[src/rtl/cbe_pkg.sv]
// Shared types, constants and sequencing tables for the cubic Bezier easing unit.
// Used by every module in rtl/; depends on nothing else.
package cbe_pkg;

   localparam int FIELD_W = 17;   // width of every request, result and register field
   localparam int QSHIFT  = 30;   // internal fixed point is Q2.30
   localparam int MUL_W   = 33;   // multiplier operand width, holds +/-2.0 in Q2.30
   localparam int ACC_W   = 36;   // sums of products and residuals
   localparam int QUOT_W  = 34;   // saturated Newton quotient
   localparam int IDX_W   = 3;

   localparam logic signed [MUL_W-1:0] ONE_Q = 33'sh0_4000_0000;
   localparam logic signed [65:0] RND_Q = 66'sd536870912;
   localparam logic [ACC_W-1:0] TOL_NEWTON = 36'd10737;
   localparam logic [ACC_W-1:0] TOL_FIT = 36'd1073742;

   localparam logic [FIELD_W-1:0] RST_X1 = 17'd27525;
   localparam logic [FIELD_W-1:0] RST_Y1 = 17'd0;
   localparam logic [FIELD_W-1:0] RST_X2 = 17'd38011;
   localparam logic [FIELD_W-1:0] RST_Y2 = 17'd65536;

   localparam logic [2:0] CURVE_LAST = 3'd6;
   localparam logic [2:0] SLOPE_LAST = 3'd5;

   typedef enum logic [IDX_W-1:0] {
      REG_CURVE_MODE = 3'd0,
      REG_CTRL_X1    = 3'd1,
      REG_CTRL_Y1    = 3'd2,
      REG_CTRL_X2    = 3'd3,
      REG_CTRL_Y2    = 3'd4
   } reg_idx_type;

   typedef enum logic [3:0] {
      OP_NONE, OP_UU, OP_TT, OP_UT, OP_A, OP_B, OP_C,
      OP_AP1, OP_BP2, OP_S1, OP_S2, OP_S3
   } op_type;

   typedef struct packed {
      op_type op;
      logic   sel_y;
      logic   load;
      logic   save_r;
      logic   div_start;
      logic   upd_u;
      logic   bi_init;
      logic   bi_step;
      logic   bi_more;
      logic   out_lin;
      logic   out_bez;
   } cmd_type;

   typedef struct packed {
      logic tiny_r;
      logic tiny_d;
      logic fit_bad;
      logic below;
      logic div_done;
   } sts_type;

   // Curve value: basis terms first, then the two control-point products.
   function automatic op_type curve_op(input logic [2:0] step);
      op_type o;
      unique case (step)
         3'd0: o = OP_UU;
         3'd1: o = OP_TT;
         3'd2: o = OP_A;
         3'd3: o = OP_B;
         3'd4: o = OP_C;
         3'd5: o = OP_AP1;
         3'd6: o = OP_BP2;
         default: o = OP_NONE;
      endcase
      return o;
   endfunction

   // Derivative of the curve.
   function automatic op_type slope_op(input logic [2:0] step);
      op_type o;
      unique case (step)
         3'd0: o = OP_UU;
         3'd1: o = OP_TT;
         3'd2: o = OP_UT;
         3'd3: o = OP_S1;
         3'd4: o = OP_S2;
         3'd5: o = OP_S3;
         default: o = OP_NONE;
      endcase
      return o;
   endfunction

   function automatic logic [ACC_W-1:0] abs_acc(input logic signed [ACC_W-1:0] v);
      return v[ACC_W-1] ? ACC_W'(-v) : ACC_W'(v);
   endfunction

endpackage

[src/rtl/cbe_divider.sv]
// Serial restoring divider for the Newton step, one quotient bit per cycle.
// Depends on cbe_pkg for widths.
module cbe_divider (
   input  logic                              clock,
   input  logic                              reset,
   input  logic                              start,
   input  logic signed [cbe_pkg::ACC_W-1:0]  num,
   input  logic signed [cbe_pkg::ACC_W-1:0]  den,
   output logic                              done,
   output logic signed [cbe_pkg::QUOT_W-1:0] quot
);

   logic [cbe_pkg::ACC_W-1:0] nmag, dmag;
   logic [cbe_pkg::ACC_W-1:0] rem_ff, dsr_ff;
   logic [31:0] low_ff, q_ff;
   logic [5:0] cnt_ff;
   logic run_ff, done_ff, neg_ff, ovf_ff;
   logic [cbe_pkg::ACC_W:0] rem2;
   logic fits;
   logic [32:0] mag;

   assign nmag = cbe_pkg::abs_acc(num);
   assign dmag = cbe_pkg::abs_acc(den);
   assign rem2 = {rem_ff, low_ff[31]};
   assign fits = rem2 >= {1'b0, dsr_ff};

   always_ff @(posedge clock) begin
      if (reset) begin
         run_ff  <= 1'b0;
         done_ff <= 1'b0;
         cnt_ff  <= '0;
      end else begin
         done_ff <= 1'b0;
         if (start) begin
            run_ff <= 1'b1;
            cnt_ff <= 6'd32;
         end else if (run_ff) begin
            cnt_ff <= cnt_ff - 6'd1;
            if (cnt_ff == 6'd1) begin
               run_ff  <= 1'b0;
               done_ff <= 1'b1;
            end
         end
      end
   end

   // The quotient only matters up to 2^32: beyond that the clamp on u decides.
   always_ff @(posedge clock) begin
      if (start) begin
         rem_ff <= {2'b00, nmag[cbe_pkg::ACC_W-1:2]};
         low_ff <= {nmag[1:0], 30'd0};
         dsr_ff <= dmag;
         q_ff   <= '0;
         neg_ff <= num[cbe_pkg::ACC_W-1] ^ den[cbe_pkg::ACC_W-1];
         ovf_ff <= {2'b00, nmag} >= {dmag, 2'b00};
      end else if (run_ff) begin
         rem_ff <= fits ? cbe_pkg::ACC_W'(rem2 - {1'b0, dsr_ff})
                        : cbe_pkg::ACC_W'(rem2);
         low_ff <= {low_ff[30:0], 1'b0};
         q_ff   <= {q_ff[30:0], fits};
      end
   end

   assign mag  = ovf_ff ? 33'h1_0000_0000 : {1'b0, q_ff};
   assign quot = neg_ff ? -$signed({1'b0, mag}) : $signed({1'b0, mag});
   assign done = done_ff;

endmodule

[src/rtl/cbe_datapath.sv]
// Datapath: shared rounding multiplier, accumulator, Newton and bisection registers.
// Depends on cbe_pkg and instantiates cbe_divider.
module cbe_datapath #(
   parameter int FRAC_BITS = 16
) (
   input  logic                               clock,
   input  logic                               reset,
   input  cbe_pkg::cmd_type                   cmd,
   input  logic [cbe_pkg::FIELD_W-1:0]        progress,
   input  logic [cbe_pkg::FIELD_W-1:0]        x1,
   input  logic [cbe_pkg::FIELD_W-1:0]        y1,
   input  logic [cbe_pkg::FIELD_W-1:0]        x2,
   input  logic [cbe_pkg::FIELD_W-1:0]        y2,
   output cbe_pkg::sts_type                   sts,
   output logic [cbe_pkg::FIELD_W-1:0]        eased
);

   localparam int SH = cbe_pkg::QSHIFT - FRAC_BITS;
   localparam logic [25:0] ONE_IN = 26'd1 << FRAC_BITS;
   localparam logic [25:0] CTRL_LIM = 26'd2 << FRAC_BITS;
   localparam logic [31:0] HALF = 32'd1 << (SH - 1);
   localparam int MW = cbe_pkg::MUL_W;
   localparam int AW = cbe_pkg::ACC_W;

   function automatic logic signed [MW-1:0] ctrl_q30(input logic [cbe_pkg::FIELD_W-1:0] v);
      logic [25:0] s;
      s = ({9'd0, v} > CTRL_LIM) ? CTRL_LIM : {9'd0, v};
      return $signed(MW'(s) << SH);
   endfunction

   logic [cbe_pkg::FIELD_W-1:0] psat;
   logic signed [MW-1:0] p1, p2, diff, omp2, omt, ma, mb;
   logic signed [65:0] prod, sumr;
   logic signed [AW-1:0] qv, q3, resid, unew;
   logic signed [MW-1:0] x_ff, u_ff, t_ff, lo_ff, hi_ff, uu_ff, tt_ff, a_ff, b_ff;
   logic signed [MW-1:0] lo_new, hi_new, mid_new;
   logic signed [AW-1:0] acc_ff, acc_in, r_ff;
   logic [cbe_pkg::FIELD_W-1:0] psat_ff, eased_ff;
   logic signed [cbe_pkg::QUOT_W-1:0] quot;
   logic div_done;
   logic [30:0] yc;
   logic [31:0] yr;

   assign psat = ({9'd0, progress} > ONE_IN) ? ONE_IN[cbe_pkg::FIELD_W-1:0] : progress;

   assign p1   = cmd.sel_y ? ctrl_q30(y1) : ctrl_q30(x1);
   assign p2   = cmd.sel_y ? ctrl_q30(y2) : ctrl_q30(x2);
   assign diff = p2 - p1;
   assign omp2 = cbe_pkg::ONE_Q - p2;
   assign omt  = cbe_pkg::ONE_Q - t_ff;

   always_comb begin
      ma = t_ff;
      mb = t_ff;
      unique case (cmd.op)
         cbe_pkg::OP_UU:  begin ma = omt;   mb = omt;  end
         cbe_pkg::OP_TT:  begin ma = t_ff;  mb = t_ff; end
         cbe_pkg::OP_UT:  begin ma = omt;   mb = t_ff; end
         cbe_pkg::OP_A:   begin ma = uu_ff; mb = t_ff; end
         cbe_pkg::OP_B:   begin ma = omt;   mb = tt_ff; end
         cbe_pkg::OP_C:   begin ma = tt_ff; mb = t_ff; end
         cbe_pkg::OP_AP1: begin ma = a_ff;  mb = p1;   end
         cbe_pkg::OP_BP2: begin ma = b_ff;  mb = p2;   end
         cbe_pkg::OP_S1:  begin ma = uu_ff; mb = p1;   end
         cbe_pkg::OP_S2:  begin ma = a_ff;  mb = diff; end
         cbe_pkg::OP_S3:  begin ma = tt_ff; mb = omp2; end
         default:         begin ma = t_ff;  mb = t_ff; end
      endcase
   end

   // Product rounded to Q2.30, floor after adding half an LSB.
   assign prod = ma * mb;
   assign sumr = prod + cbe_pkg::RND_Q;
   assign qv   = $signed(sumr[65:30]);
   assign q3   = qv + (qv <<< 1);

   always_comb begin
      acc_in = acc_ff;
      unique case (cmd.op)
         cbe_pkg::OP_C:   acc_in = qv;
         cbe_pkg::OP_S1:  acc_in = q3;
         cbe_pkg::OP_S2:  acc_in = acc_ff + (q3 <<< 1);
         cbe_pkg::OP_AP1,
         cbe_pkg::OP_BP2,
         cbe_pkg::OP_S3:  acc_in = acc_ff + q3;
         default:         acc_in = acc_ff;
      endcase
   end

   assign resid = acc_ff - AW'(x_ff);
   assign unew  = AW'(u_ff) - AW'(quot);
   assign lo_new = acc_ff < AW'(x_ff) ? t_ff : lo_ff;
   assign hi_new = acc_ff < AW'(x_ff) ? hi_ff : t_ff;
   assign mid_new = (lo_new + hi_new) >>> 1;

   always_ff @(posedge clock) begin
      acc_ff <= acc_in;
      unique case (cmd.op)
         cbe_pkg::OP_UU: uu_ff <= qv[MW-1:0];
         cbe_pkg::OP_TT: tt_ff <= qv[MW-1:0];
         cbe_pkg::OP_UT,
         cbe_pkg::OP_A:  a_ff  <= qv[MW-1:0];
         cbe_pkg::OP_B:  b_ff  <= qv[MW-1:0];
         default: ;
      endcase
      if (cmd.load) begin
         psat_ff <= psat;
         x_ff    <= $signed(MW'(psat) << SH);
         u_ff    <= $signed(MW'(psat) << SH);
         t_ff    <= $signed(MW'(psat) << SH);
      end
      if (cmd.save_r) begin
         r_ff <= resid;
      end
      if (cmd.upd_u) begin
         if (unew < 0) begin
            u_ff <= '0;
            t_ff <= '0;
         end else if (unew > AW'(cbe_pkg::ONE_Q)) begin
            u_ff <= cbe_pkg::ONE_Q;
            t_ff <= cbe_pkg::ONE_Q;
         end else begin
            u_ff <= unew[MW-1:0];
            t_ff <= unew[MW-1:0];
         end
      end
      if (cmd.bi_init) begin
         lo_ff <= '0;
         hi_ff <= cbe_pkg::ONE_Q;
         t_ff  <= cbe_pkg::ONE_Q >>> 1;
      end
      if (cmd.bi_step) begin
         lo_ff <= lo_new;
         hi_ff <= hi_new;
         u_ff  <= t_ff;
         if (cmd.bi_more) begin
            t_ff <= mid_new;
         end
      end
      if (cmd.out_lin) begin
         eased_ff <= psat_ff;
      end else if (cmd.out_bez) begin
         eased_ff <= yr[cbe_pkg::FIELD_W-1:0];
      end
   end

   always_comb begin
      if (acc_ff < 0) begin
         yc = '0;
      end else if (acc_ff > AW'(cbe_pkg::ONE_Q)) begin
         yc = 31'h4000_0000;
      end else begin
         yc = acc_ff[30:0];
      end
   end
   assign yr = (32'(yc) + HALF) >> SH;

   cbe_divider u_div (
      .clock (clock),
      .reset (reset),
      .start (cmd.div_start),
      .num   (r_ff),
      .den   (acc_ff),
      .done  (div_done),
      .quot  (quot)
   );

   assign sts.tiny_r   = cbe_pkg::abs_acc(r_ff) < cbe_pkg::TOL_NEWTON;
   assign sts.tiny_d   = cbe_pkg::abs_acc(acc_ff) < cbe_pkg::TOL_NEWTON;
   assign sts.fit_bad  = cbe_pkg::abs_acc(resid) > cbe_pkg::TOL_FIT;
   assign sts.below    = acc_ff < AW'(x_ff);
   assign sts.div_done = div_done;
   assign eased = eased_ff;

endmodule

[config.mk]
export PLATFORM = sky130hd
export DESIGN_NAME = cbe_datapath
export DESIGN_NICKNAME = d
export VERILOG_FILES = /design/src/rtl/cbe_pkg.sv /design/src/rtl/cbe_divider.sv /design/src/rtl/cbe_datapath.sv
export SDC_FILE = /design/constraint.sdc
export NUM_CORES = 2
export LEC_CHECK = 0
export BUFFER_PORTS_ARGS = -buffer_cell sky130_fd_sc_hd__buf_4
export CORE_ASPECT_RATIO = 0.5
export CORE_UTILIZATION = 40
export DETAILED_ROUTE_END_ITERATION = 16
export GPL_TIMING_DRIVEN = 0
export SETUP_SLACK_MARGIN = 0.05
export SYNTH_ARGS = -nofsm -noshare
export SYNTH_HDL_FRONTEND = slang
export SYNTH_SLANG_ARGS = --single-unit
export TNS_END_PERCENT = 5
[constraint.sdc]
create_clock -name clock -period 24.5 [get_ports clock]
set_input_delay 0 -clock clock [delete_from_list [all_inputs] [get_ports clock]]
set_output_delay 0 -clock clock [all_outputs]
set_load 0.03 [all_outputs]
==> impl_metrics.ini <==
[run_status]
status = complete, but fails checks
violations = max-capacitance violations, max-slew violations

[worst_setup_path]
critPathMaxFanout = 19
worstSetupPathType = in2reg
start_kind = input pin
cpMostUsedCell = o21ai_0
slowest_stage = o311ai_0
crit_path_max_incr_delay_ns = 0.97
cp.arrival_ns = 23.90
required_ns = 24.88
reg2reg_depth = 67
timing.reg2reg.setup_slack_ns = 2.47
cp-end-kind = flop

[drt]
num_vias = 64000
drt_iter0_drc = 6654
postRouteAntennaNets = 0
topRoutingLayerUsed = met5
drt-vias-per-instance = 5.67
wl_met3_mm = 30.7
wl_per_cell_um = 26.0
drcViolationCount = 0
wirelength_mm = 294
route.met2.wl_mm = 125
met1_length_mm = 122
drt_pass1_iterations = 6

[synth]
synth_async_sr_flop_share = 0
synth-simple-area-share = 0.162
synth_ff_type = edfxtp_1
synthMuxAreaShare = 0.0142
synth_edf_count = 411
syn_nets = 10200
synth.distinct_cells = 95
synth_area_sq_mm = 0.0759
ys_seq_area_frac = 0.182
postSynthCellCount = 8495
synth_top_family_by_area = adder cells
synthXorXnorAreaFrac = 0.0441
syn_area_per_cell_sq_um = 8.93
synth_compound_area_frac = 0.126
synth_fa_ha_area_frac = 0.386
yosys_warnings = 0
ys_seq_elements = 486

[clocking]
clkLatencyLatePin_ns = 0.68
clockBufferDepth = 3
clock-sinks = 486
cts_tree = yes
htreeDepth = 2
cts_setup_buffers = 0
cts_buffers = 59
clock-root-buffer = clkbuf_16
clk_pin_slew_ns = 0.06

[final_layout]
areaGrowthSynthToFinish_pct = 9.09
fin_nets = 10500
drive_gt1_frac = 0.0416
layout_commonest_cell = inv_1
layout_common_cells = inv_1 (1317), nand2_1 (1276), fa_1 (1153)

[global_routing]
grt_pass1_wl_mm = 428
track_usage = 0.306
grt_max_degree = 49
grt_pass1_vias = 63100
gr-total-overflow = 0
grt_antenna_before_repair = 13

[sta]
skew_ns = 0.0204
slew_violations = 38
hold_viol = 0
rsz0062_at_grt = no
finalCritPeriodShare = 0.960
max_freq_mhz = 42.5
setup_viol = 0
final.min_clock_period_ns = 23.52
worst_pin_slew_ns = 1.70
finalWorstSetupSlack_ns = 0.981
fin_hold_ws_ns = 0.105
slew-limit-headroom = -0.136

[min_path]
holdPathStages = 4
min_path_type = in2reg

[die]
initial_core_util = 0.405
die_w_um = 618
die_h_um = 310
die-area_sq_mm = 0.192
coreArea_sq_mm = 0.188
io_pins = 123
row_count = 112

[placed_design]
post-place-ws_ns = -1.32
hpwlAfterDp_mm = 245
port_buffers = 121
gp_congestion = 1.02

[run]
drv_cap = 6
==> synthesized netlist by cell type (23+ instances only) <==
cell type / instances / share of area
a211oi_1: 66 / 0.0065
a21boi_0: 25 / 0.0025
a21o_1: 134 / 0.013
a21oi_1: 380 / 0.025
a221o_1: 32 / 0.0042
a221oi_1: 56 / 0.0065
a22oi_1: 47 / 0.0047
a31oi_1: 48 / 0.0040
and2_1: 265 / 0.022
and3_1: 37 / 0.0031
buf_1: 25 / 0.0012
clkbuf_1: 364 / 0.018
dfxtp_1: 75 / 0.020
edfxtp_1: 411 / 0.16
fa_1: 1154 / 0.30
ha_1: 493 / 0.081
inv_1: 1317 / 0.065
mux2i_1: 83 / 0.011
nand2_1: 1276 / 0.063
nand2b_1: 66 / 0.0054
nand3_1: 90 / 0.0059
nand4_1: 55 / 0.0045
nor2_1: 513 / 0.025
nor2b_1: 72 / 0.0059
nor3_1: 115 / 0.0076
nor4_1: 37 / 0.0031
o21a_1: 40 / 0.0040
o21ai_0: 316 / 0.021
o22ai_1: 23 / 0.0019
o31ai_1: 63 / 0.0062
or2_2: 31 / 0.0026
or3_1: 55 / 0.0045
xnor2_1: 233 / 0.027
xor2_1: 149 / 0.017
==> path summary, 6_finish.rpt <==
| kind | end | startpoint |
|---|---|---|
| max reg2reg | acc_ff[35] | t_ff[0] |
| max | acc_ff[35] | cmd[9] |
| min reg2reg | u_div.cnt_ff[0] | u_div.cnt_ff[0] |
| min | acc_ff[0] | cmd[10] |
==> critical path: cells and delay by family <==
kind,cells,cell delay [ns]
compound gates,36,10.14
xor+xnor,4,1.43
fa+ha+maj,12,5.47
buf+inv,9,3.49
mux,1,0.78
simple gates,11,2.55
==> sequential cells by signal (all words and copies together) (netlist names) <==
name          count
acc_ff           36
x_ff             17
u_div.ovf_ff      1
u_div.rem_ff     36
a_ff             33
u_div.run_ff      1
u_div.neg_ff      1
uu_ff            33
u_div.low_ff      2
lo_ff            33
b_ff             33
u_ff             33
eased            17
tt_ff            33
u_div.done        1
hi_ff            33
u_div.cnt_ff      6
u_div.q_ff       32
r_ff             36
t_ff             33
u_div.dsr_ff     36
==> timing repair <==
action | CTS | global route
hold buffers | 27 | 0
hold endpoints to repair | 174 | 0
resized for setup | 2 | 4
endpoints found under the setup margin | 8 | 8
==> stage by stage <==
stage / instances / setup TNS, ns / utilization / instance area (sq um)
4_1_cts: 11300 / 0 / 0.441 / 82700
5_1_grt: 11300 / 0 / 0.441 / 82700
3_3_place_gp: 11100 / -11.35 / 0.426 / 79900
2_1_floorplan: 8495 / 0 / - / 75900
6_report: 11300 / 0 / 0.441 / 82800
3_5_place_dp: 11100 / -8.15 / 0.429 / 80400
==> cell type report <==
class                   count  area (sq um)
fillers                 18600        105000
multi-input cells        6289         55700
flip-flops and latches    486         13800
inverters                1323          4970
well taps                2508          3140
repair buffers            176          1580
clock buffers              72          1580
plain buffers             396          1510
clock inverters            37           410
diodes                      7          17.5
==> per-layer routing <==
metal / track usage / vias to the layer above
li1: - / 28400
met4: 0.137 / 4
met2: 0.469 / 3082
met1: 0.411 / 32000
met5: 0 / -
met3: 0.0773 / 578
==> cell families (layout without fill, tap and decap cells) <==
kind of cell    Yosys count  in the layout
compound gates         1463           1463
mux                     105            105
simple gates           2692           2692
fa+ha+maj              1647           1647
buf+inv                1720           2004
flops                   486            486
other cells               0              7
xor+xnor                382            382
Power is not shown: default switching activity piles up to over one toggle a cycle in this logic, so the estimate is an artifact.
