$ cat src/rtl/cbe_pkg.sv
// Shared types, constants and sequencing tables for the cubic Bezier easing unit.
// Used by every module in rtl/; depends on nothing else.
package cbe_pkg;

   localparam int FIELD_W = 17;   // width of every request, result and register field
   localparam int QSHIFT  = 30;   // internal fixed point is Q2.30
   localparam int MUL_W   = 33;   // multiplier operand width, holds +/-2.0 in Q2.30
   localparam int ACC_W   = 36;   // sums of products and residuals
   localparam int QUOT_W  = 34;   // saturated Newton quotient
   localparam int IDX_W   = 3;

   localparam logic signed [MUL_W-1:0] ONE_Q = 33'sh0_4000_0000;
   localparam logic signed [65:0] RND_Q = 66'sd536870912;
   localparam logic [ACC_W-1:0] TOL_NEWTON = 36'd10737;
   localparam logic [ACC_W-1:0] TOL_FIT = 36'd1073742;

   localparam logic [FIELD_W-1:0] RST_X1 = 17'd27525;
   localparam logic [FIELD_W-1:0] RST_Y1 = 17'd0;
   localparam logic [FIELD_W-1:0] RST_X2 = 17'd38011;
   localparam logic [FIELD_W-1:0] RST_Y2 = 17'd65536;

   localparam logic [2:0] CURVE_LAST = 3'd6;
   localparam logic [2:0] SLOPE_LAST = 3'd5;

   typedef enum logic [IDX_W-1:0] {
      REG_CURVE_MODE = 3'd0,
      REG_CTRL_X1    = 3'd1,
      REG_CTRL_Y1    = 3'd2,
      REG_CTRL_X2    = 3'd3,
      REG_CTRL_Y2    = 3'd4
   } reg_idx_type;

   typedef enum logic [3:0] {
      OP_NONE, OP_UU, OP_TT, OP_UT, OP_A, OP_B, OP_C,
      OP_AP1, OP_BP2, OP_S1, OP_S2, OP_S3
   } op_type;

   typedef struct packed {
      op_type op;
      logic   sel_y;
      logic   load;
      logic   save_r;
      logic   div_start;
      logic   upd_u;
      logic   bi_init;
      logic   bi_step;
      logic   bi_more;
      logic   out_lin;
      logic   out_bez;
   } cmd_type;

   typedef struct packed {
      logic tiny_r;
      logic tiny_d;
      logic fit_bad;
      logic below;
      logic div_done;
   } sts_type;

   // Curve value: basis terms first, then the two control-point products.
   function automatic op_type curve_op(input logic [2:0] step);
      op_type o;
      unique case (step)
         3'd0: o = OP_UU;
         3'd1: o = OP_TT;
         3'd2: o = OP_A;
         3'd3: o = OP_B;
         3'd4: o = OP_C;
         3'd5: o = OP_AP1;
         3'd6: o = OP_BP2;
         default: o = OP_NONE;
      endcase
      return o;
   endfunction

   // Derivative of the curve.
   function automatic op_type slope_op(input logic [2:0] step);
      op_type o;
      unique case (step)
         3'd0: o = OP_UU;
         3'd1: o = OP_TT;
         3'd2: o = OP_UT;
         3'd3: o = OP_S1;
         3'd4: o = OP_S2;
         3'd5: o = OP_S3;
         default: o = OP_NONE;
      endcase
      return o;
   endfunction

   function automatic logic [ACC_W-1:0] abs_acc(input logic signed [ACC_W-1:0] v);
      return v[ACC_W-1] ? ACC_W'(-v) : ACC_W'(v);
   endfunction

endpackage

$ cat src/rtl/cbe_ctrl.sv
// Controller: sequences curve and slope evaluations, Newton steps and bisection.
// Depends on cbe_pkg for the command and status structures and the op tables.
module cbe_ctrl #(
   parameter int NEWTON_STEPS = 5,
   parameter int BISECT_STEPS = 6
) (
   input  logic             clock,
   input  logic             reset,
   input  logic             start,
   input  logic             mode,
   input  cbe_pkg::sts_type sts,
   output logic             busy,
   output logic             rsp_valid,
   output cbe_pkg::cmd_type cmd
);

   localparam int NW = $clog2(NEWTON_STEPS + 1);
   localparam int BW = $clog2(BISECT_STEPS + 1);

   typedef enum logic [13:0] {
      S_IDLE      = 14'h0001,
      S_LOAD      = 14'h0002,
      S_NR_CURVE  = 14'h0004,
      S_NR_SLOPE  = 14'h0008,
      S_NR_CHECK  = 14'h0010,
      S_DIV       = 14'h0020,
      S_UPDATE    = 14'h0040,
      S_FIT       = 14'h0080,
      S_FIT_CHECK = 14'h0100,
      S_BI_EVAL   = 14'h0200,
      S_BI_STEP   = 14'h0400,
      S_FIN       = 14'h0800,
      S_DONE_Y    = 14'h1000,
      S_OUT       = 14'h2000
   } state_type;

   state_type state_ff, state_in;
   logic [2:0] step_ff, step_in;
   logic [NW-1:0] iter_ff, iter_in;
   logic [BW-1:0] bcnt_ff, bcnt_in;

   always_ff @(posedge clock) begin
      if (reset) begin
         state_ff <= S_IDLE;
         step_ff  <= '0;
         iter_ff  <= '0;
         bcnt_ff  <= '0;
      end else begin
         state_ff <= state_in;
         step_ff  <= step_in;
         iter_ff  <= iter_in;
         bcnt_ff  <= bcnt_in;
      end
   end

   always_comb begin
      state_in = state_ff;
      step_in  = step_ff;
      iter_in  = iter_ff;
      bcnt_in  = bcnt_ff;
      cmd      = '0;
      cmd.op   = cbe_pkg::OP_NONE;
      unique case (state_ff)
         S_IDLE: begin
            if (start) begin
               cmd.load = 1'b1;
               state_in = S_LOAD;
            end
         end
         S_LOAD: begin
            step_in = '0;
            iter_in = '0;
            if (!mode) begin
               cmd.out_lin = 1'b1;
               state_in = S_OUT;
            end else begin
               state_in = S_NR_CURVE;
            end
         end
         S_NR_CURVE: begin
            cmd.op = cbe_pkg::curve_op(step_ff);
            if (step_ff == cbe_pkg::CURVE_LAST) begin
               step_in  = '0;
               state_in = S_NR_SLOPE;
            end else begin
               step_in = step_ff + 3'd1;
            end
         end
         S_NR_SLOPE: begin
            cmd.op = cbe_pkg::slope_op(step_ff);
            cmd.save_r = (step_ff == 3'd0);
            if (step_ff == cbe_pkg::SLOPE_LAST) begin
               step_in  = '0;
               state_in = S_NR_CHECK;
            end else begin
               step_in = step_ff + 3'd1;
            end
         end
         S_NR_CHECK: begin
            if (sts.tiny_r || sts.tiny_d) begin
               state_in = S_FIT;
            end else begin
               cmd.div_start = 1'b1;
               state_in = S_DIV;
            end
         end
         S_DIV: begin
            if (sts.div_done) begin
               state_in = S_UPDATE;
            end
         end
         S_UPDATE: begin
            cmd.upd_u = 1'b1;
            if (iter_ff == NW'(NEWTON_STEPS - 1)) begin
               state_in = S_FIT;
            end else begin
               iter_in  = iter_ff + NW'(1);
               state_in = S_NR_CURVE;
            end
         end
         S_FIT: begin
            cmd.op = cbe_pkg::curve_op(step_ff);
            if (step_ff == cbe_pkg::CURVE_LAST) begin
               step_in  = '0;
               state_in = S_FIT_CHECK;
            end else begin
               step_in = step_ff + 3'd1;
            end
         end
         S_FIT_CHECK: begin
            bcnt_in = '0;
            if (sts.fit_bad) begin
               cmd.bi_init = 1'b1;
               state_in = S_BI_EVAL;
            end else begin
               state_in = S_FIN;
            end
         end
         S_BI_EVAL: begin
            cmd.op = cbe_pkg::curve_op(step_ff);
            if (step_ff == cbe_pkg::CURVE_LAST) begin
               step_in  = '0;
               state_in = S_BI_STEP;
            end else begin
               step_in = step_ff + 3'd1;
            end
         end
         S_BI_STEP: begin
            cmd.bi_step = 1'b1;
            if (bcnt_ff == BW'(BISECT_STEPS - 1)) begin
               state_in = S_FIN;
            end else begin
               cmd.bi_more = 1'b1;
               bcnt_in  = bcnt_ff + BW'(1);
               state_in = S_BI_EVAL;
            end
         end
         S_FIN: begin
            cmd.op = cbe_pkg::curve_op(step_ff);
            cmd.sel_y = 1'b1;
            if (step_ff == cbe_pkg::CURVE_LAST) begin
               step_in  = '0;
               state_in = S_DONE_Y;
            end else begin
               step_in = step_ff + 3'd1;
            end
         end
         S_DONE_Y: begin
            cmd.out_bez = 1'b1;
            state_in = S_OUT;
         end
         S_OUT: begin
            state_in = S_IDLE;
         end
         default: begin
            state_in = S_IDLE;
         end
      endcase
   end

   assign busy      = (state_ff != S_IDLE);
   assign rsp_valid = (state_ff == S_OUT);

`ifndef SYNTHESIS
   a_strobe_single: assert property (@(posedge clock) disable iff (reset)
      rsp_valid |=> !rsp_valid)
      else $error("result strobe held for more than one cycle");
   a_accept_loads: assert property (@(posedge clock) disable iff (reset)
      (start && !busy) |=> (state_ff == S_LOAD))
      else $error("accepted request did not start a computation");
   a_div_started: assert property (@(posedge clock) disable iff (reset)
      cmd.div_start |=> (state_ff == S_DIV))
      else $error("divider started outside the Newton check");
   a_div_done_expected: assert property (@(posedge clock) disable iff (reset)
      sts.div_done |-> (state_ff == S_DIV))
      else $error("divider finished while not awaited");
`endif

endmodule
$ cat config.mk
export PLATFORM = sky130hd
export DESIGN_NAME = cbe_ctrl
export DESIGN_NICKNAME = d
export VERILOG_FILES = /design/src/rtl/cbe_pkg.sv /design/src/rtl/cbe_ctrl.sv
export SDC_FILE = /design/constraint.sdc
export NUM_CORES = 1
export LEC_CHECK = 0
export ABC_AREA = 1
export ABC_CLOCK_PERIOD_IN_PS = 2850
export BUFFER_PORTS_ARGS = -buffer_cell sky130_fd_sc_hd__clkbuf_2
export CAP_MARGIN = 20
export CORE_MARGIN = 1
export CORE_UTILIZATION = 45
export CTS_CLUSTER_DIAMETER = 200
export DETAILED_ROUTE_END_ITERATION = 16
export PLACE_DENSITY = 0.66
export SLEW_MARGIN = 25
export SYNTH_ARGS = -nofsm -noshare
export SYNTH_HDL_FRONTEND = slang
export SYNTH_SLANG_ARGS = --single-unit
$ cat constraint.sdc
create_clock -name clock -period 2.85 [get_ports clock]
set_clock_uncertainty 0.05 [all_clocks]
set_input_delay 0.1425 -clock clock [delete_from_list [all_inputs] [get_ports clock]]
set_output_delay 0.1425 -clock clock [all_outputs]
set_load 0.03 [all_outputs]
==> flow_summary.ini, run 1 <==
[timing]
period_needed_ns = 2.23
fmax_ghz = 0.448
final-setup-viol-count = 0
hold_viol = 0
worst_slew_pin_slew_ns = 0.415
tns_ns = 0
final_max_slew_viol_count = 0
finalCritPeriodShare_pct = 78.3
relSlewSlack_pct = 72.3
grt_setup_unrepaired = false

[layout]
antenna_cells = 0
nets = 284
fin_util_pct = 52.3
layout_common_cells = 56 x nand2_1, 40 x inv_1, 35 x nor2_1, 23 x dfxtp_1, 23 x clkbuf_2
register_area_um2 = 460
drive_above_1_share_pct = 21.6
area_delta_synth_final_pct = 11.1
n_fill_cell = 376
multi_input_area_um2 = 931
layout_commonest_cell = nand2_1

[synthesis]
netlist.area_leader.share_pct = 29.1
synth.avg_cell_area_um2 = 6.43
synth_area_um2 = 1580
synth.area.mux_share_pct = 0
synthAdderAreaFrac_pct = 3.95
synthSimpleGateAreaFrac_pct = 44.5
ys_types = 28
synth-xor-area-share_pct = 0.553
yosysWarnings = 0
synth_top_family_by_area = simple AND/OR/NAND/NOR gates
synth_nets = 260
synth_top_area_cell = dfxtp_1
seq_area_frac_synth_pct = 29.1
synthTopCellsByArea = dfxtp_1 29%, nand2_1 13%, inv_1 9.5%
synthCells = 246
ys_ff_latch = 23
synth_compound_area_share_pct = 9.80

[power]
p_leak_nw = 0.905
switching_power_uw = 706
seqPwrFrac_pct = 30.3
swShare_pct = 51.6
power_mw = 1.37
p_comb_share_pct = 57.6
ir_drop_v = 0.000321
power_frac_clock_pct = 12.1
internal-power_uw = 663
power_density_nw_per_um2 = 778

[grt]
use_met2_pct = 32.1
grt_max_degree = 19
grt_pass1_vias = 1259
grtUsageMet3_pct = 2.52
grt_pass1_wl_mm = 5.60
antenna_found_initial = 0
grtUsageTotal_pct = 20.0
grt_overflow = 0
met1_usage_pct = 28.1
grt_busiest_layer = met2

[clock_tree]
cts_resized = 0
clock_path_buffers = 2
ctsHoldBuffers = 0
cts_setup_buffers = 0
cts_made_buffers = 3
clock-sinks = 23
cts_tree = built
clk_pin_slew_ns = 0.15
clk_latency_ns = 0.32
htree_levels = 1
cts_root_buffer = clkbuf_4

[floorplan]
dieArea_um2 = 3760
rows = 21
coreArea_um2 = 3360
die_h_um = 61.3
die_w_um = 61.3
num_io_pins = 25
initial_core_util_pct = 47.1

[drt]
wl_mm = 3.24
num_vias = 1525
drc = 0
drtAntennaViolNets = 0
avgViaCountPerCell = 4.84
dr.pass1.iters = 4
routedWlPerCell_um = 10.3
drt_iter0_drc = 141

[place]
place_hpwl_mm = 2.49
place.gp.congestion = 0.833
port_buffers = 23

[status]
status = completed

[setup_path]
end_kind = output pin
critical_path_required_ns = 2.66
cp_data_arrival_time_ns = 2.04
critPathLaunchType = flip-flop
crit_path_max_fanout = 5
path_class = reg -> out

[worst_hold_path]
hold_path_class = in -> reg

[flow_run]
cap_violations = 0
## synth_stat cells (all sizes together)
cell / n
clkbuf: 3
o21ai: 14
nand2: 63
nand4: 1
inv: 44
a31oi: 2
a21oi: 7
buf: 1
nand3: 14
ha: 5
o21a: 1
nor4: 1
nor2: 50
o22ai: 3
dfxtp: 23
and3: 1
nor3: 12
xor2: 1
## cells by family after synthesis
family,Yosys count
adders and majority gates,5
AOI/OAI and AO/OA,27
and+or+nand+nor,142
DFF,23
xor gates and xnor gates,1
buffers and inverters,48
## sequential cells by signal, indices dropped and copies added (netlist names)
name      flops
state_ff     14
bcnt_ff       3
iter_ff       3
step_ff       3
## cell type report
type | count | area share, %
flip-flops and latches | 23 | 26.2
repair buffers | 23 | 6.54
well taps | 46 | 3.27
inverters | 44 | 9.39
clock inverters | 1 | 0.427
clock buffers | 3 | 1.28
multi-input cells | 175 | 52.9
## metrics by stage
step	hold slack [ns]	area [um^2]	instances	setup slack, ns
finish	0.0838	1760	315	0.618
global route	0.0603	1760	315	0.417
CTS	0.0748	1760	315	0.626
detailed placement	0.424	1730	311	1.02
global placement	0.418	1730	311	1.01
floorplan	0.170	1580	246	0.821
## power by group through the flow
stage / clock network (mW) / registers (mW) / logic [mW]
after floorplan: 0 / 0.415 / 0.684
after global placement: 0 / 0.421 / 0.784
after detailed placement: 0 / 0.422 / 0.785
after CTS: 0.171 / 0.415 / 0.791
after global routing: 0.186 / 0.421 / 0.905
final: 0.165 / 0.415 / 0.788
## layer usage
| metal | wire, um | share of wire (%) |
|---|---|---|
| met4 | 32 | 0.99 |
| met3 | 77 | 2.4 |
| met2 | 1450 | 45 |
| met5 | 0 | 0 |
| met1 | 1680 | 52 |
## worst max-delay path, cell delays in order, from the launching register on
cell and delay (ns):
dfxtp_1 0.36, nor2_2 0.17, nand2_2 0.12, inv_1 0.14
nand2_4 0.09, nor2_8 0.12, inv_2 0.07, a31oi_1 0.24
o21ai_1 0.10, o21ai_0 0.08, clkbuf_2 0.22
## path summary, 6_finish.rpt
kind,start,endpoint,slack [ns],cells after the start
max,state_ff[6],cmd[13],0.62,10
min,sts[4],state_ff[5],0.08,4
max reg2reg,state_ff[6],state_ff[0],1.14,10
min reg2reg,iter_ff[1],iter_ff[1],0.44,2
Note: power is estimated with default switching activity, not from simulation.
==> run 2: changes to the inputs <==
--- a/config.mk
+++ b/config.mk
@@ -6,7 +6,7 @@
 export NUM_CORES = 1
 export LEC_CHECK = 0
 export ABC_AREA = 1
-export ABC_CLOCK_PERIOD_IN_PS = 2850
+export ABC_CLOCK_PERIOD_IN_PS = 2300
 export BUFFER_PORTS_ARGS = -buffer_cell sky130_fd_sc_hd__clkbuf_2
 export CAP_MARGIN = 20
 export CORE_MARGIN = 1
==> constraint.sdc (replaced) <==
create_clock -name clock -period 2.3 [get_ports clock]
set_clock_uncertainty 0.05 [all_clocks]
set_input_delay 0.115 -clock clock [delete_from_list [all_inputs] [get_ports clock]]
set_output_delay 0.115 -clock clock [all_outputs]
set_load 0.03 [all_outputs]
==> flow_summary.ini, run 2 (synthesis gave the netlist of run 1 again) <==
[setup_path]
crit_chain = nor2_2 -> nand2_2 -> nor2_4 -> o21ai_2 -> nand2_2 -> inv_1 -> o21ai_0 -> nand2_1 -> nand2_1 -> clkbuf_2
path_class = reg -> out
critPathLaunchType = flip-flop
critPathTopFamily = simple AND/OR/NAND/NOR gates
cp_data_arrival_time_ns = 1.98
critical_path_required_ns = 2.13
end_kind = output pin
crit_buf_inv = 2
crit_path_max_incr_delay_ns = 0.36
crit_path_max_fanout = 6
critPathSlowestCell = dfxtp_1
r2r_slack_ns = 0.61

[clock_tree]
cts_setup_buffers = 0
cts_made_buffers = 3
htree_levels = 1
cts_tree = built
cts_root_buffer = clkbuf_4
clk_pin_slew_ns = 0.13
clock-sinks = 23
clk_latency_ns = 0.32
clock_path_buffers = 2
ctsHoldBuffers = 0

[power]
power_mw = 1.68
power_density_nw_per_um2 = 952
ir_drop_v = 0.000443
p_leak_nw = 0.906

[drt]
drc = 0
avgViaCountPerCell = 4.82
num_vias = 1519
dr.pass1.iters = 4
wl_mm = 3.18
routedWlPerCell_um = 10.1
drt_iter0_drc = 133
drtAntennaViolNets = 0

[floorplan]
rows = 21
dieArea_um2 = 3760
initial_core_util_pct = 47.1
num_io_pins = 25
die_h_um = 61.3
coreArea_um2 = 3360
die_w_um = 61.3

[timing]
final-setup-viol-count = 0
hold_viol = 0
hold_slack_ns = 0.0651
relSlewSlack_pct = 72.8
tns_ns = 0
period_needed_ns = 2.14
final_max_slew_viol_count = 0
fmax_ghz = 0.467
fin_ws_ns = 0.159
worst_slew_pin_slew_ns = 0.407
finalCritPeriodShare_pct = 93.1

[layout]
instances_no_fill = 315
nets = 284
fin_util_pct = 52.4
layout_common_cells = 56 x nand2_1, 40 x inv_1, 35 x nor2_1, 23 x dfxtp_1, 23 x clkbuf_2
antenna_cells = 0
drive_above_1_share_pct = 21.6
area_delta_synth_final_pct = 11.3
regMostFlops = state_ff
layout_commonest_cell = nand2_1
fin_area_um2 = 1760
largest_reg_flops = 14

[place]
place.gp.congestion = 0.834
place_hpwl_mm = 2.47
place_ws_ns = 0.497
port_buffers = 23
dp_cells = 311
dpl-instance-area_um2 = 1730

[flow_run]
cap_violations = 0

[grt]
grt_pass1_wl_mm = 5.28
grt_overflow = 0
grt_pass1_vias = 1194
grt_max_degree = 19
grtUsageTotal_pct = 18.7
antenna_found_initial = 0

[worst_hold_path]
hold_path_class = in -> reg

[status]
status = completed
-- run 2: cell count changes in the layout (fill, tap and decap cells not counted) --
cell        before  now
a31oi_1          2    1
a31oi_2          0    1
clkbuf_1         0    1
clkinvlp_4       1    0
-- run 2: path summary, 6_finish.rpt --
path | endpoint | from | depth (start not counted)
max | cmd[10] | state_ff[6] | 10
max reg2reg | state_ff[5] | state_ff[6] | 10
min reg2reg | iter_ff[1] | iter_ff[1] | 2
min | state_ff[0] | start | 4
-- run 2: final cells by class --
| cell class | count | area (um^2) |
|---|---|---|
| sequential | 23 | 460 |
| inverter | 44 | 165 |
| multi-input combinational | 175 | 937 |
| fill | 369 | 1600 |
| tap | 46 | 57.6 |
| timing repair buffer | 23 | 115 |
| clock buffer | 4 | 26.3 |
-- run 2: where the power goes --
group          internal (mW)  switching [mW]  total [mW]
clock                 0.0678           0.124       0.192
sequential             0.459          0.0557       0.514
combinational          0.297           0.675       0.971
total                  0.823           0.854        1.68
-- run 2: worst reg2reg max path: stages, from the launching register on --
cell and delay [ns]:
dfxtp_1 0.36, nor2_2 0.16, nand2_2 0.11, nor2_4 0.20, o21ai_2 0.09, nand2_2 0.16, nand2_4 0.08, nand3_4 0.20
nand2_1 0.08, nand2_1 0.07, nor2_1 0.04
-- run 2: timing repair --
item	in CTS	in global routing
resized for setup	0	1
setup endpoints to repair	0	2
endpoints found under the hold margin	0	0
-- run 2: per-layer routing --
layer	GRT usage [%]	up-vias	wire length, um
met2	28.4	22	1420
li1	-	816	-
met4	4.22	0	19
met3	4.41	4	112
met5	0	-	0
met1	26.8	677	1630
==> run 3: changes to the inputs <==
--- a/config.mk
+++ b/config.mk
@@ -14,6 +14,8 @@
 export CTS_CLUSTER_DIAMETER = 200
 export DETAILED_ROUTE_END_ITERATION = 16
 export PLACE_DENSITY = 0.66
+export REMOVE_ABC_BUFFERS = 1
+export SETUP_SLACK_MARGIN = 0.4
 export SLEW_MARGIN = 25
 export SYNTH_ARGS = -nofsm -noshare
 export SYNTH_HDL_FRONTEND = slang
==> flow_summary.ini, run 3 (synthesis gave the netlist of run 1 again) <==
[status]
status = completed

[power]
ir_drop_v = 0.000451
power_mw = 2.10
power_density_nw_per_um2 = 990
internal-power_mw = 1.08
p_leak_nw = 1.07
switching_power_mw = 1.02
seqPwrFrac_pct = 25.2
p_comb_share_pct = 65.5
swShare_pct = 48.7
power_frac_clock_pct = 9.3

[floorplan]
rows = 21
dieArea_um2 = 3760
initial_core_util_pct = 47.1
coreArea_um2 = 3360
die_w_um = 61.3
die_h_um = 61.3
num_io_pins = 25

[setup_path]
crit_chain = nor2_4 -> inv_2 -> nor2_8 -> nand2_4 -> nor2_8 -> inv_4 -> a31oi_4 -> inv_1 -> o21ai_1 -> buf_4
end_kind = output pin
critPathLaunchType = flip-flop
critPathSlowestCell = dfxtp_4
critical_path_required_ns = 2.13
path_class = reg -> out
cp_common_cell = nor2_8
cp_data_arrival_time_ns = 1.82
crit_path_max_incr_delay_ns = 0.38
crit_path_max_fanout = 4

[layout]
drive_above_1_share_pct = 37.2
layout_common_cells = 53 x nand2_1, 36 x inv_1, 32 x nor2_1, 26 x buf_4, 13 x clkbuf_2
layout_commonest_cell = nand2_1
antenna_cells = 0
n_fill_cell = 319
instances_no_fill = 339
nets = 308
regMostFlops = state_ff
area_delta_synth_final_pct = 34.2
largest_reg_flops = 14

[drt]
drc = 0
wl_mm = 3.96
drtAntennaViolNets = 0
routedWlPerCell_um = 11.7
dr.pass1.iters = 4
num_vias = 1658
avgViaCountPerCell = 4.89
drt_iter0_drc = 61

[grt]
grt_pass1_vias = 1414
grt_overflow = 0
grt_pass1_wl_mm = 6.15
antenna_found_initial = 0
grt_max_degree = 19
grtUsageTotal_pct = 22.0

[worst_hold_path]
hold_path_class = in -> reg

[place]
place.gp.congestion = 0.815
place_hpwl_mm = 2.49
place_ws_ns = 0.478
port_buffers = 23
dp_cells = 311

[clock_tree]
clock-sinks = 23
cts_tree = built
clk_pin_slew_ns = 0.14
cts_made_buffers = 3
clk_latency_ns = 0.32
clock_path_buffers = 2
cts_root_buffer = clkbuf_4
ctsHoldBuffers = 0
htree_levels = 1

[timing]
finalCritPeriodShare_pct = 86.1
hold_slack_ns = 0.0499
grt_setup_unrepaired = true
fin_ws_ns = 0.320
hold_viol = 0
final-setup-viol-count = 0
period_needed_ns = 1.98
relSlewSlack_pct = 73.3
tns_ns = 0
worst_slew_pin_slew_ns = 0.401
final_max_slew_viol_count = 0
fmax_ghz = 0.505

[flow_run]
cap_violations = 0
-- run 3: cell count changes in the layout (fill, tap and decap cells not counted), sizes merged --
cell,before,now
buf,0,27
clkbuf,27,23
nand3,14,15
-- run 3: per-layer routing --
layer	GRT usage, %	part of all wire (%)
met2	38.2	49
met4	2.92	0.20
met5	0	0
met1	29.0	46
met3	3.99	4.1
-- run 3: power by group through the flow --
stage	logic, mW	registers, mW	clock network (mW)
3_3_place_gp	0.974	0.522	0
4_1_cts	1.23	0.528	0.201
6_report	1.38	0.531	0.195
5_1_grt	1.52	0.540	0.215
3_5_place_dp	0.976	0.524	0
2_1_floorplan	0.794	0.514	0
-- run 3: final timing paths --
check	start	end	slack, ns	depth (start not counted)
setup / recovery	state_ff[13]	cmd[11]	0.32	10
hold / removal	start	state_ff[0]	0.05	4
setup reg to reg	state_ff[12]	state_ff[12]	0.50	12
hold reg to reg	iter_ff[1]	iter_ff[1]	0.45	2
-- run 3: what timing repair did --
item | 4_1_cts | 5_1_grt
setup buffers | 16 | 7
cloned | 0 | 1
setup endpoints to repair | 8 | 18
pin swaps | 11 | 14
gates resized for setup | 33 | 35
-- run 3: layout make-up --
cell class / count / area (um^2) / area share (%)
inverter: 44 / 168 / 7.90
clock buffer: 4 / 26.3 / 1.24
sequential: 23 / 485 / 22.9
timing repair buffer: 46 / 335 / 15.8
multi-input combinational: 176 / 1050 / 49.5
tap: 46 / 57.6 / 2.71
-- run 3: through the flow --
stage,util (%),area (um^2)
3_3_place_gp,51.4,1730
6_report,63.1,2120
3_5_place_dp,51.4,1730
2_1_floorplan,-,1560
5_1_grt,63.1,2120
4_1_cts,59.2,1990
-- run 3: worst max-delay path: cells and delay by family (launching register included) --
kind | cells | cell delay [ns]
AND/OR/NAND/NOR | 4 | 0.46
buffers and inverters | 4 | 0.35
flip-flops | 1 | 0.38
AO/OA/AOI/OAI | 2 | 0.29
